===== src/rtl/vga_pkg.sv =====
// Shared types, constants and helper functions of the voxel grid accumulator.
`default_nettype none
package vga_pkg;

   localparam int EDGE_BITS  = 3;
   localparam int MAX_CHUNKS = 64;

   localparam int COORD_BITS  = 8;
   localparam int CFG_BITS    = 6;
   localparam int CSR_IDX_BITS = 2;
   localparam int CNT_W       = 32;
   localparam int RAY_W       = 32;
   localparam int SUM_W       = 48;
   localparam int FRAC_BITS   = 16;

   localparam int CELL_BITS   = 3 * EDGE_BITS;
   localparam int CHUNK_BITS  = (MAX_CHUNKS > 1) ? $clog2(MAX_CHUNKS) : 1;
   localparam int ADDR_BITS   = CHUNK_BITS + CELL_BITS;
   localparam int CELLS       = MAX_CHUNKS << CELL_BITS;
   localparam int CCB         = COORD_BITS - EDGE_BITS;
   localparam int YTERM_BITS  = CCB + CFG_BITS;
   localparam int XY_BITS     = 2 * CFG_BITS;
   localparam int CHSUM_BITS  = CCB + XY_BITS + 1;

   localparam int DIV_W       = SUM_W + RAY_W;
   localparam int DIVISOR_W   = CNT_W + 1;
   localparam int STEP_W      = $clog2(DIV_W + 1);
   localparam int MEAN_STEPS  = SUM_W;
   localparam int VAR_STEPS   = DIV_W;
   localparam int HALF_W      = SUM_W / 2;
   localparam int PROD_W      = 2 * SUM_W;
   localparam int DELTA_W     = SUM_W + 1;

   localparam logic [CSR_IDX_BITS-1:0] CSR_CHUNKS_X = 2'd0;
   localparam logic [CSR_IDX_BITS-1:0] CSR_CHUNKS_Y = 2'd1;
   localparam logic [CSR_IDX_BITS-1:0] CSR_CHUNKS_Z = 2'd2;
   localparam logic [CSR_IDX_BITS-1:0] CSR_VAR_EN   = 2'd3;

   localparam logic [1:0] CMD_ADD_HIT  = 2'd0;
   localparam logic [1:0] CMD_ADD_LEN  = 2'd1;
   localparam logic [1:0] CMD_ADD_VAR  = 2'd2;

   typedef struct packed {
      logic [1:0]            command;
      logic [COORD_BITS-1:0] coord_x;
      logic [COORD_BITS-1:0] coord_y;
      logic [COORD_BITS-1:0] coord_z;
      logic [RAY_W-1:0]      ray_length;
      logic                  is_hit;
   } req_type;

   typedef struct packed {
      logic [CNT_W-1:0] hit_count;
      logic [CNT_W-1:0] traversal_count;
      logic [SUM_W-1:0] length_sum;
      logic [SUM_W-1:0] hit_length_sum;
      logic [SUM_W-1:0] variance_sum;
      logic             out_of_range;
   } rsp_type;

   typedef struct packed {
      logic [CNT_W-1:0] hit_count;
      logic [CNT_W-1:0] traversal_count;
      logic [SUM_W-1:0] length_sum;
      logic [SUM_W-1:0] hit_length_sum;
      logic [SUM_W-1:0] variance_sum;
   } cell_type;

   typedef struct packed {
      logic                 start;
      logic [STEP_W-1:0]    steps;
      logic [DIV_W-1:0]     dividend;
      logic [DIVISOR_W-1:0] divisor;
   } div_req_type;

   typedef enum logic [3:0] {
      ST_CLEAR, ST_IDLE, ST_ADDR1, ST_ADDR2, ST_FETCH, ST_READ, ST_DIV_MEAN,
      ST_DELTA1, ST_NEW_MEAN, ST_DELTA2, ST_MUL, ST_PROD_DONE, ST_DIV_VAR,
      ST_UPDATE, ST_DONE
   } state_type;

   function automatic logic [CNT_W-1:0] sat_inc32(input logic [CNT_W-1:0] v);
      return (&v) ? v : v + CNT_W'(1);
   endfunction

   function automatic logic [SUM_W-1:0] sat_add48(input logic [SUM_W-1:0] a,
                                                  input logic [SUM_W-1:0] b);
      logic [SUM_W:0] s;
      s = {1'b0, a} + {1'b0, b};
      return s[SUM_W] ? {SUM_W{1'b1}} : s[SUM_W-1:0];
   endfunction

endpackage
`default_nettype wire


===== src/rtl/vga_divider.sv =====
// Radix-2 restoring divider, one quotient bit per cycle.
`default_nettype none
module vga_divider (
   input  wire logic                         clock,
   input  wire logic                         reset,
   input  wire vga_pkg::div_req_type         div_req,
   output logic                              div_done,
   output logic [vga_pkg::DIV_W-1:0]         div_quotient
);
   import vga_pkg::*;

   logic                 busy_ff, busy_in;
   logic                 done_ff, done_in;
   logic [STEP_W-1:0]    cnt_ff, cnt_in;
   logic [DIVISOR_W-1:0] rem_ff, rem_in;
   logic [DIVISOR_W-1:0] dvs_ff, dvs_in;
   logic [DIV_W-1:0]     dvd_ff, dvd_in;
   logic [DIV_W-1:0]     quo_ff, quo_in;
   logic [DIVISOR_W:0]   partial;
   logic [DIVISOR_W+1:0] diff;

   always_comb begin
      partial = {rem_ff, dvd_ff[DIV_W-1]};
      diff    = {1'b0, partial} - {2'b00, dvs_ff};
      busy_in = busy_ff;
      done_in = 1'b0;
      cnt_in  = cnt_ff;
      rem_in  = rem_ff;
      dvs_in  = dvs_ff;
      dvd_in  = dvd_ff;
      quo_in  = quo_ff;
      if (div_req.start) begin
         busy_in = 1'b1;
         cnt_in  = div_req.steps;
         rem_in  = '0;
         dvs_in  = div_req.divisor;
         dvd_in  = div_req.dividend;
         quo_in  = '0;
      end else if (busy_ff) begin
         rem_in = diff[DIVISOR_W+1] ? partial[DIVISOR_W-1:0] : diff[DIVISOR_W-1:0];
         quo_in = {quo_ff[DIV_W-2:0], ~diff[DIVISOR_W+1]};
         dvd_in = {dvd_ff[DIV_W-2:0], 1'b0};
         cnt_in = cnt_ff - STEP_W'(1);
         if (cnt_ff == STEP_W'(1)) begin
            busy_in = 1'b0;
            done_in = 1'b1;
         end
      end
   end

   always_ff @(posedge clock) begin
      if (reset) begin
         busy_ff <= 1'b0;
         done_ff <= 1'b0;
         cnt_ff  <= '0;
      end else begin
         busy_ff <= busy_in;
         done_ff <= done_in;
         cnt_ff  <= cnt_in;
      end
      rem_ff <= rem_in;
      dvs_ff <= dvs_in;
      dvd_ff <= dvd_in;
      quo_ff <= quo_in;
   end

   assign div_done     = done_ff;
   assign div_quotient = quo_ff;

endmodule
`default_nettype wire


===== config.mk =====
export PLATFORM = sky130hd
export DESIGN_NAME = vga_divider
export DESIGN_NICKNAME = d
export VERILOG_FILES = /design/src/rtl/vga_pkg.sv /design/src/rtl/vga_divider.sv
export SDC_FILE = /design/constraint.sdc
export NUM_CORES = 1
export LEC_CHECK = 0
export BUFFER_PORTS_ARGS = -buffer_cell sky130_fd_sc_hd__buf_2
export CAP_MARGIN = 20
export CORE_MARGIN = 2
export CORE_UTILIZATION = 39
export DETAILED_ROUTE_END_ITERATION = 12
export GPL_ROUTABILITY_DRIVEN = 1
export PLACE_DENSITY = 0.67
export RECOVER_POWER = 100
export SETUP_SLACK_MARGIN = 0.4
export SLEW_MARGIN = 40
export SYNTH_ARGS = -nofsm -noshare
export SYNTH_HDL_FRONTEND = slang
export SYNTH_SLANG_ARGS = --single-unit

===== constraint.sdc =====
create_clock -name clock -period 2.74 [get_ports clock]
set_input_delay 0.411 -clock clock [delete_from_list [all_inputs] [get_ports clock]]
set_output_delay 0.411 -clock clock [all_outputs]
set_load 0.02 [all_outputs]

# == After elaboration in Yosys (flattened, before gate mapping) ==
# Cells that the tools add are included.
# word_totals
register_bits,235
output_inout_bits,81
# op_classes
reduce_logical,2
eq_ne,1
n_mux,9
bitwise,2
addsub,2
# op_table
operator,n
80-bit 2-to-1 mux,2
34-bit by 33-bit subtractor with 35-bit output,1
33-bit 2-to-1 mux,1
7-bit 2-to-1 mux,2
7-bit by 1-bit == test with 1-bit output (second input constant),1
7-bit by 1-bit subtractor with 7-bit output (second input constant),1
1-bit 2-to-1 mux,4
3-bit OR reduction,1
1-bit NOT,2
2-bit nonzero test,1

# == Depth between registers and ports, before layout ==
# Gate-level depths: netlist of the first run.
# logic_depth
word_depth,4
depth_mapped,14

# == Worst setup path after synthesis of the first run ==
# OpenSTA, ideal clock, no wires.
# synth_timing
kind,reg-to-reg
startpoint,reg busy_ff
endpoint,"reg dvd_ff[0], enable pin"
path_stages_with_launch,5
setup_time_ns,0.434
arrival_ns,2.514
slack_ns,-0.207
t_required_ns,2.306
n_path_buf,2
path_cell_list,dfxtp_1 -> clkbuf_1 -> clkbuf_1 -> nor2_1 -> inv_1
# synth_between
elab_chain_len,1
# synth_lines
item,line,text
"start, declared",vga_divider.sv:12,"logic busy_ff, busy_in;"
"start signal, assigned",vga_divider.sv:57,busy_ff <= busy_in;
2-bit nonzero test (no line),-,
"end signal, assigned",vga_divider.sv:63,dvd_ff <= dvd_in;
"end, declared",vga_divider.sv:17,"logic [DIV_W-1:0] dvd_ff, dvd_in;"
# No other way between the ends.
# A chain may end at the register's enable or synchronous reset.

# == Worst setup path after layout of the first run ==
# layout_timing
startpoint,reg dvd_ff[79]
endpoint,reg rem_ff[22]
# layout_between
elab_chain_len,2
# layout_lines
item,line,text
34-bit by 33-bit subtractor with 35-bit output,vga_divider.sv:24,"diff = {1'b0, partial} - {2'b00, dvs_ff};"
33-bit 2-to-1 mux,vga_divider.sv:40,rem_in = diff[DIVISOR_W+1] ? partial[DIVISOR_W-1:0] : diff[DIVISOR_W-1:0];
"end signal, assigned",vga_divider.sv:61,rem_ff <= rem_in;
"end, declared",vga_divider.sv:15,"logic [DIVISOR_W-1:0] rem_ff, rem_in;"
# No other way between the ends.

==> results of run 1 <==
per-stage QoR:
stage / instance area (µm²) / setup WS (ps) / util [%]
final: 13800 / 85.2 / 49.6
after detailed placement: 12600 / 12.1 / 45.3
after global placement: 12600 / 92.3 / 45.3
after floorplan: 11100 / 219 / -
after global routing: 13800 / -107 / 49.6
after CTS: 13700 / 50.4 / 49.1
sequential cells by signal, indices dropped and copies added (netlist names):
register and flops:
div_quotient 80, dvd_ff 80, dvs_ff 33, rem_ff 33, cnt_ff 7, busy_ff 1
div_done 1
metal layers:
| metal | share of wire (%) | up-vias | GRT usage, % | wire length (µm) |
|---|---|---|---|---|
| li1 | - | 4058 | - | - |
| met1 | 44 | 3730 | 21.4 | 11100 |
| met2 | 45 | 221 | 27.0 | 11400 |
| met3 | 8.4 | 37 | 6.19 | 2100 |
| met4 | 2.1 | 2 | 4.90 | 520 |
| met5 | 0.044 | - | 0 | 11 |
power by group:
part           total (mW)  internal (mW)  switching, mW
clock                3.51           2.09           1.42
sequential           4.04           3.94          0.103
combinational        1.41          0.660          0.748
total                8.96           6.69           2.27
kinds of logic after synthesis:
family | count (synthesis)
mux | 158
flops | 235
buf+inv | 99
xor+xnor | 29
simple gates | 287
compound gates | 154
fa+ha+maj | 36
placed cells by master (no fill, tap or decap), types with 17 or more instances in the layout:
cell / count
edfxtp_1: 113
dfxtp_1: 121
nand3_1: 20
inv_1: 45
clkbuf_16: 31
ha_1: 35
nor2_1: 139
mux2i_1: 79
buf_2: 200
buf_4: 37
mux2_2: 79
o21ai_0: 17
nand2_1: 75
a21oi_1: 41
xnor2_1: 19
worst register-to-register path: cells and delay by family, from the launching register on:
kind / cells / cell delay, ps
compound gates: 5 / 830
fa+ha+maj: 2 / 500
buf+inv: 4 / 430
flops: 1 / 390
simple gates: 3 / 370
final cells by class:
cell class | instances | area, µm²
diodes | 7 | 17.5
clock buffers | 39 | 825
clock inverters | 10 | 56.3
fillers | 2603 | 14000
inverters | 46 | 176
multi-input cells | 664 | 4920
flip-flops and latches | 235 | 5840
well taps | 378 | 473
repair buffers | 251 | 1480
Yosys cell counts (all sizes together), types with 3 or more instances:
library cell  number  area [µm²]
nor2b              7        43.8
o31ai              4        30.0
buf               33         150
dfxtp            122        2440
a211o              4        35.0
o21ai             22         114
edfxtp           113        3390
nand2             78         295
and3               7        43.8
ha                35         438
nor3b              3        22.5
a211oi             5        37.5
nand3             21         105
nand4              3        18.8
a32oi              3        26.3
o21a               3        22.5
a21oi             45         233
or3                4        25.0
inv               46         173
clkbuf            20        75.1
nor4               5        46.3
nor2             140         526
and2               4        25.0
nand2b             3        18.8
nor3               5        25.0
o2111ai            3        26.3
xor2               9        78.8
o22ai              5        31.3
a311oi            23         220
a21o               9        67.6
mux2              79         890
o211ai             4        30.0
mux2i             79         791
o21bai             5        37.5
a31oi              8        65.1
xnor2             20         175
what timing repair did:
action,4_1_cts,5_1_grt
pin swaps,13,10
gates cloned,0,1
endpoints found under the setup margin,34,34
setup buffers,8,2
gates resized for setup,22,12
how the worst max path moves through the flow:
stage / from / end / slack (ps) / cells past startpoint
floorplan: dvd_ff[79] / rem_ff[27] / 220 / 13
global placement: dvd_ff[79] / rem_ff[0] / 90 / 13
detailed placement: dvd_ff[79] / rem_ff[10] / 10 / 13
CTS: dvd_ff[79] / rem_ff[27] / 50 / 13
global route: dvd_ff[79] / rem_ff[12] / -110 / 13
finish: dvd_ff[79] / rem_ff[22] / 90 / 14
==> impl_results.md, run 1 <==
* Worst R2R Path Depth at 14
* DR iter-0 viols at 430
* Port bufs at 203
* RSZ-0062 raised after global routing: yes
* Routability Congestion at 0.878
* Fraction of layout cells with a size suffix above 1 at 33.0%
* Main combinational cell family by area after synthesis: multiplexers
* TNS Setup at 0 ps
* Die area at 29500 µm²
* Via Count at 8048
* Worst Setup End Kind: register
* Crit path cell chain: inv_1 -> ha_1 -> inv_1 -> fa_2 -> a21oi_4 -> o21ai_2 -> o2111ai_2 -> nand2_2 -> a31oi_4 -> o311ai_4 -> buf_12 -> buf_12 -> nor3b_4 -> nor4_2
* Syn Std Cell Area at 11000 µm²
* Root buffer cell: clkbuf_16
* Final Max Tran Viols at 0
* Worst Setup Start Kind: register
* Design Power at 8.96 mW
* Slew @ Worst Pin at 666 ps
* Final WL at 25100 µm
* Required time worst endpoint at 3130 ps
* Site Rows at 61
* Skew final at 14.0 ps
* HPWL after DPL at 17500 µm
* Cell Count, Final, Fillers Out at 1630
* Final #Nets at 1384
* Fin crit share at 96.9%
* Number of synthesized flops with an enable pin at 113
* Peak VDD IR at 0.434 mV
* WP buf/inv at 4
* Num Clock Sinks at 235
* Reg2Reg Capture Point: rem_ff[22]
* DR WL/cell at 15.4 µm
* Worst Hold Class: input port to register
* Post-Syn Instances at 998
* Fmax at 377 MHz
* Global-route wire length before repair at 40700 µm
* Remaining global-route overflow at 0
* Vias in the first global route at 8018
* Clock transition at path regs at 60 ps
* End of the worst hold path: dvs_ff[16]
* Num ports at 204
* Post-Syn Nets at 1157
* Core Region at 27800 µm²
* Synth warn at 0
* Mean post-synth cell area at 11.0 µm²
* CP max stage delay at 390 ps
* Final setup violating endpoints at 0
* Multiplexer area fraction after synthesis at 15.3%
* Arr. time, crit path at 3040 ps
* R2R setup slack at 90 ps
* Slowest cell on the critical path: edfxtp_1
* Setup CP Type: register to register
* Fin. Hold Viols at 0
* DIE HEIGHT at 172 µm
* P&R area growth vs syn at 25.6%
* Reg2reg start: dvd_ff[79]
* Min Hold Slack at 50.3 ps
* Remaining DRCs at 0
* Dpl cells at 1563
* Sequential share of the synthesized area at 53.2%
* Post-synthesis xor/xnor area fraction at 2.31%
* Clock Latency Late Sink at 530 ps
* Compound-gate portion of the synthesized area at 10.0%
* CTS Hold Bufs at 0
* Synth Area in Simple Gates at 11.4%
* Max_slew headroom at 55.6%
* Largest net degree at the start of global routing at 81
* Max Fanout on Critical Path at 8
* CTS max path bufs at 3
* MaxCap Viol Count at 0
* Post-synth ARST share at 0%
* GRT Overall Usage at 16.9%
* DR vias/cell at 4.94
* #FFs+latches synth at 235
* Hold path startpoint: div_req[16]
* Top delay family on crit path: compound AO/OA/AOI/OAI gates
* DIE WIDTH at 172 µm
* Min-Delay Path Depth at 1
* First drt pass iteration count at 5
* Antenna violations before repair at 7
* Status: finished, final reports clean
* CTS tree: built
* Synth cell types at 60
* PwrDens at 650 nW/µm²
* Post-synthesis adder-cell area fraction at 4.17%
* Main synth FF type: dfxtp_1
* Antenna-violating nets left at 0
* H-tree level count at 1
* Crit path time final at 2650 ps
* Initial Util at 39.5%
* LEAKAGE at 5.93 nW
* Cts bufs inserted at 27
Note: power is estimated with default switching activity, not from simulation.
==> run 2: changes to the inputs <==
--- a/config.mk
+++ b/config.mk
@@ -14,7 +14,6 @@
 export PLACE_DENSITY = 0.67
 export RECOVER_POWER = 100
 export SETUP_SLACK_MARGIN = 0.4
-export SLEW_MARGIN = 40
 export SYNTH_ARGS = -nofsm -noshare
 export SYNTH_HDL_FRONTEND = slang
 export SYNTH_SLANG_ARGS = --single-unit
==> constraint.sdc (replaced) <==
create_clock -name clock -period 2.74 [get_ports clock]
set_input_delay 0.548 -clock clock [delete_from_list [all_inputs] [get_ports clock]]
set_output_delay 0.548 -clock clock [all_outputs]
set_load 0.02 [all_outputs]
==> run 2 against run 1 <==
Compared with the run above:
- clock skew decreased by 3.0 ps
- via count increased by 1.9%
- fmax decreased by 1.5%
- first-iteration DRC count decreased by 6.0%
- die area unchanged
- critical path depth decreased by 1
- core utilization increased by 1.0 points
- count of clock-buffer cells in the layout increased by 1
- non-clock buffer count increased by 5
- highest routed layer unchanged
==> impl_results.md, run 2 (synthesis results as in run 1) <==
* Clock Latency Late Sink at 530 ps (about the same)
* Design Power at 9.43 mW (was 8.96 mW)
* CTS max path bufs at 3 (unchanged)
* First drt pass iteration count at 4 (was 5)
* LEAKAGE at 6.04 nW (was 5.93 nW)
* Final WL at 25700 µm (was 25100 µm)
* Min-Delay Path Depth at 1 (unchanged)
* CTS tree: built (unchanged)
* Fin crit share at 98.3% (was 96.9%)
* Required time worst endpoint at 3150 ps (was 3130 ps)
* Setup CP Type: register to register (unchanged)
* R2R setup slack at 50 ps (was 90 ps)
* P&R area growth vs syn at 28.2% (was 25.6%)
* Peak VDD IR at 0.439 mV (was 0.434 mV)
* RSZ-0062 raised after global routing: yes (unchanged)
* Cts bufs inserted at 28 (was 27)
* Vias in the first global route at 7885 (was 8018)
* CTS Hold Bufs at 0 (unchanged)
* Post-route cell area at 14100 µm² (was 13800 µm²)
* Global-route wire length before repair at 39800 µm (was 40700 µm)
* Min Hold Slack at 188 ps (was 50.3 ps)
* Clock transition at path regs at 60 ps (about the same)
* Final Util at 50.6% (was 49.6%)
* Fin. Hold Viols at 0 (unchanged)
* Max Fanout on Critical Path at 5 (was 8)
* Max_slew headroom at 48.8% (was 55.6%)
* Fmax at 371 MHz (was 377 MHz)
* Commonest cells after routing, fill and taps aside: buf_2 (200), nor2_1 (139), dfxtp_1 (121) (unchanged)
* PwrDens at 670 nW/µm² (was 650 nW/µm²)
* Antenna violations before repair at 10 (was 7)
* Fraction of layout cells with a size suffix above 1 at 35.2% (was 33.0%)
* Via Count at 8201 (was 8048)
* Skew final at 11.1 ps (was 14.0 ps)
* DR WL/cell at 15.7 µm (was 15.4 µm)
* DIE WIDTH at 172 µm (unchanged)
* Root buffer cell: clkbuf_16 (unchanged)
* DR vias/cell at 5.01 (was 4.94)
* TNS Setup at 0 ps (unchanged)
* Status: finished, final reports clean (unchanged)
* GRT Overall Usage at 16.6% (was 16.9%)
* Final setup violating endpoints at 0 (unchanged)
* Fillers at 2564 (was 2603)
* Worst Setup Start Kind: register (unchanged)
* Final Max Tran Viols at 0 (unchanged)
* Worst Setup End Kind: register (unchanged)
* Die area at 29500 µm² (unchanged)
* DR iter-0 viols at 404 (was 430)
* Site Rows at 61 (unchanged)
* Most common cell after layout, fill and taps aside: buf_2 (unchanged)
* Worst Hold Class: input port to register (unchanged)
* H-tree level count at 1 (unchanged)
* Port bufs at 203 (unchanged)
* Final #Nets at 1390 (was 1384)
* DIE HEIGHT at 172 µm (unchanged)
* Remaining DRCs at 0 (unchanged)
* Num Clock Sinks at 235 (unchanged)
* End of the worst hold path: dvs_ff[28] (was dvs_ff[16])
* MaxCap Viol Count at 0 (unchanged)
* Largest net degree at the start of global routing at 134 (was 81)
* Initial Util at 39.5% (unchanged)
* Worst R2R Path Depth at 13 (was 14)
* HPWL after DPL at 17200 µm (was 17500 µm)
* Slew @ Worst Pin at 767 ps (was 666 ps)
* Num ports at 204 (unchanged)
* Hold path startpoint: div_req[28] (was div_req[16])
* Antenna-violating nets left at 0 (unchanged)
* Reg2Reg Capture Point: rem_ff[28] (was rem_ff[22])
* Placed cell area at 12600 µm² (about the same)
* Routability Congestion at 0.871 (was 0.878)
* Remaining global-route overflow at 0 (unchanged)
* Arr. time, crit path at 3100 ps (was 3040 ps)
* Reg2reg start: dvd_ff[79] (unchanged)
* Core Region at 27800 µm² (unchanged)
* Crit path time final at 2690 ps (was 2650 ps)
## run 2: changes by cell type in the layout (fill, tap and decap cells not counted), sizes merged
| cell | delta |
|---|---|
| bufinv | +2 |
| buf | +5 |
| clkinvlp | +1 |
| inv | -1 |
| diode | -1 |
| clkbuf | +1 |
## run 2: area by class of cell
| type | instances | area [µm²] | share of cell area (%) |
|---|---|---|---|
| flip-flops and latches | 235 | 5840 | 41.5 |
| multi-input cells | 664 | 5010 | 35.6 |
| repair buffers | 256 | 1540 | 10.9 |
| clock buffers | 40 | 891 | 6.33 |
| well taps | 378 | 473 | 3.36 |
| inverters | 46 | 176 | 1.25 |
| clock inverters | 12 | 125 | 0.889 |
| diodes | 6 | 15.0 | 0.107 |
## run 2: metrics by stage
step	setup WS [ps]	instances
2_1_floorplan	219	998
3_3_place_gp	63.7	1561
3_5_place_dp	-75.2	1561
4_1_cts	36.6	1623
5_1_grt	-96.9	1633
6_report	45.3	1637
## run 2: layer usage
| metal | GRT usage [%] | vias to the layer above | share of wire, % |
|---|---|---|---|
| met5 | 0 | - | 0.24 |
| met4 | 5.22 | 10 | 2.7 |
| met3 | 5.89 | 44 | 8.4 |
| met2 | 26.3 | 226 | 45 |
| met1 | 21.2 | 3845 | 44 |
| li1 | - | 4076 | - |
## run 2: what timing repair did
action	4_1_cts	5_1_grt
setup endpoints to repair	34	34
cloned	2	1
gates resized for setup	24	46
setup buffers	8	7
pin swaps	16	30
## run 2: power breakdown
part	total, mW	switching (mW)	internal (mW)
Clock	3.93	1.48	2.45
Combinational	1.47	0.787	0.681
Sequential	4.03	0.0972	3.94
## run 2: how the worst max path moves through the flow
stage	start	endpoint	slack (ps)	cells after the start
after floorplan	dvd_ff[79]	rem_ff[27]	220	13
final	dvd_ff[79]	rem_ff[28]	50	13
after global placement	dvd_ff[79]	rem_ff[0]	60	13
after CTS	dvd_ff[79]	rem_ff[28]	40	12
after detailed placement	dvd_ff[79]	rem_ff[11]	-80	13
after global routing	dvd_ff[79]	rem_ff[1]	-100	13
## run 2: worst max-delay path, cell delays in order, from the launching register on
cell	delay, ps
edfxtp_1	380
inv_1	80
ha_2	170
inv_2	40
fa_2	350
a21oi_2	170
o21ai_2	90
buf_4	150
a21oi_2	150
o21ba_4	160
o22ai_2	110
or4_4	500
o211ai_1	120
o22ai_1	100
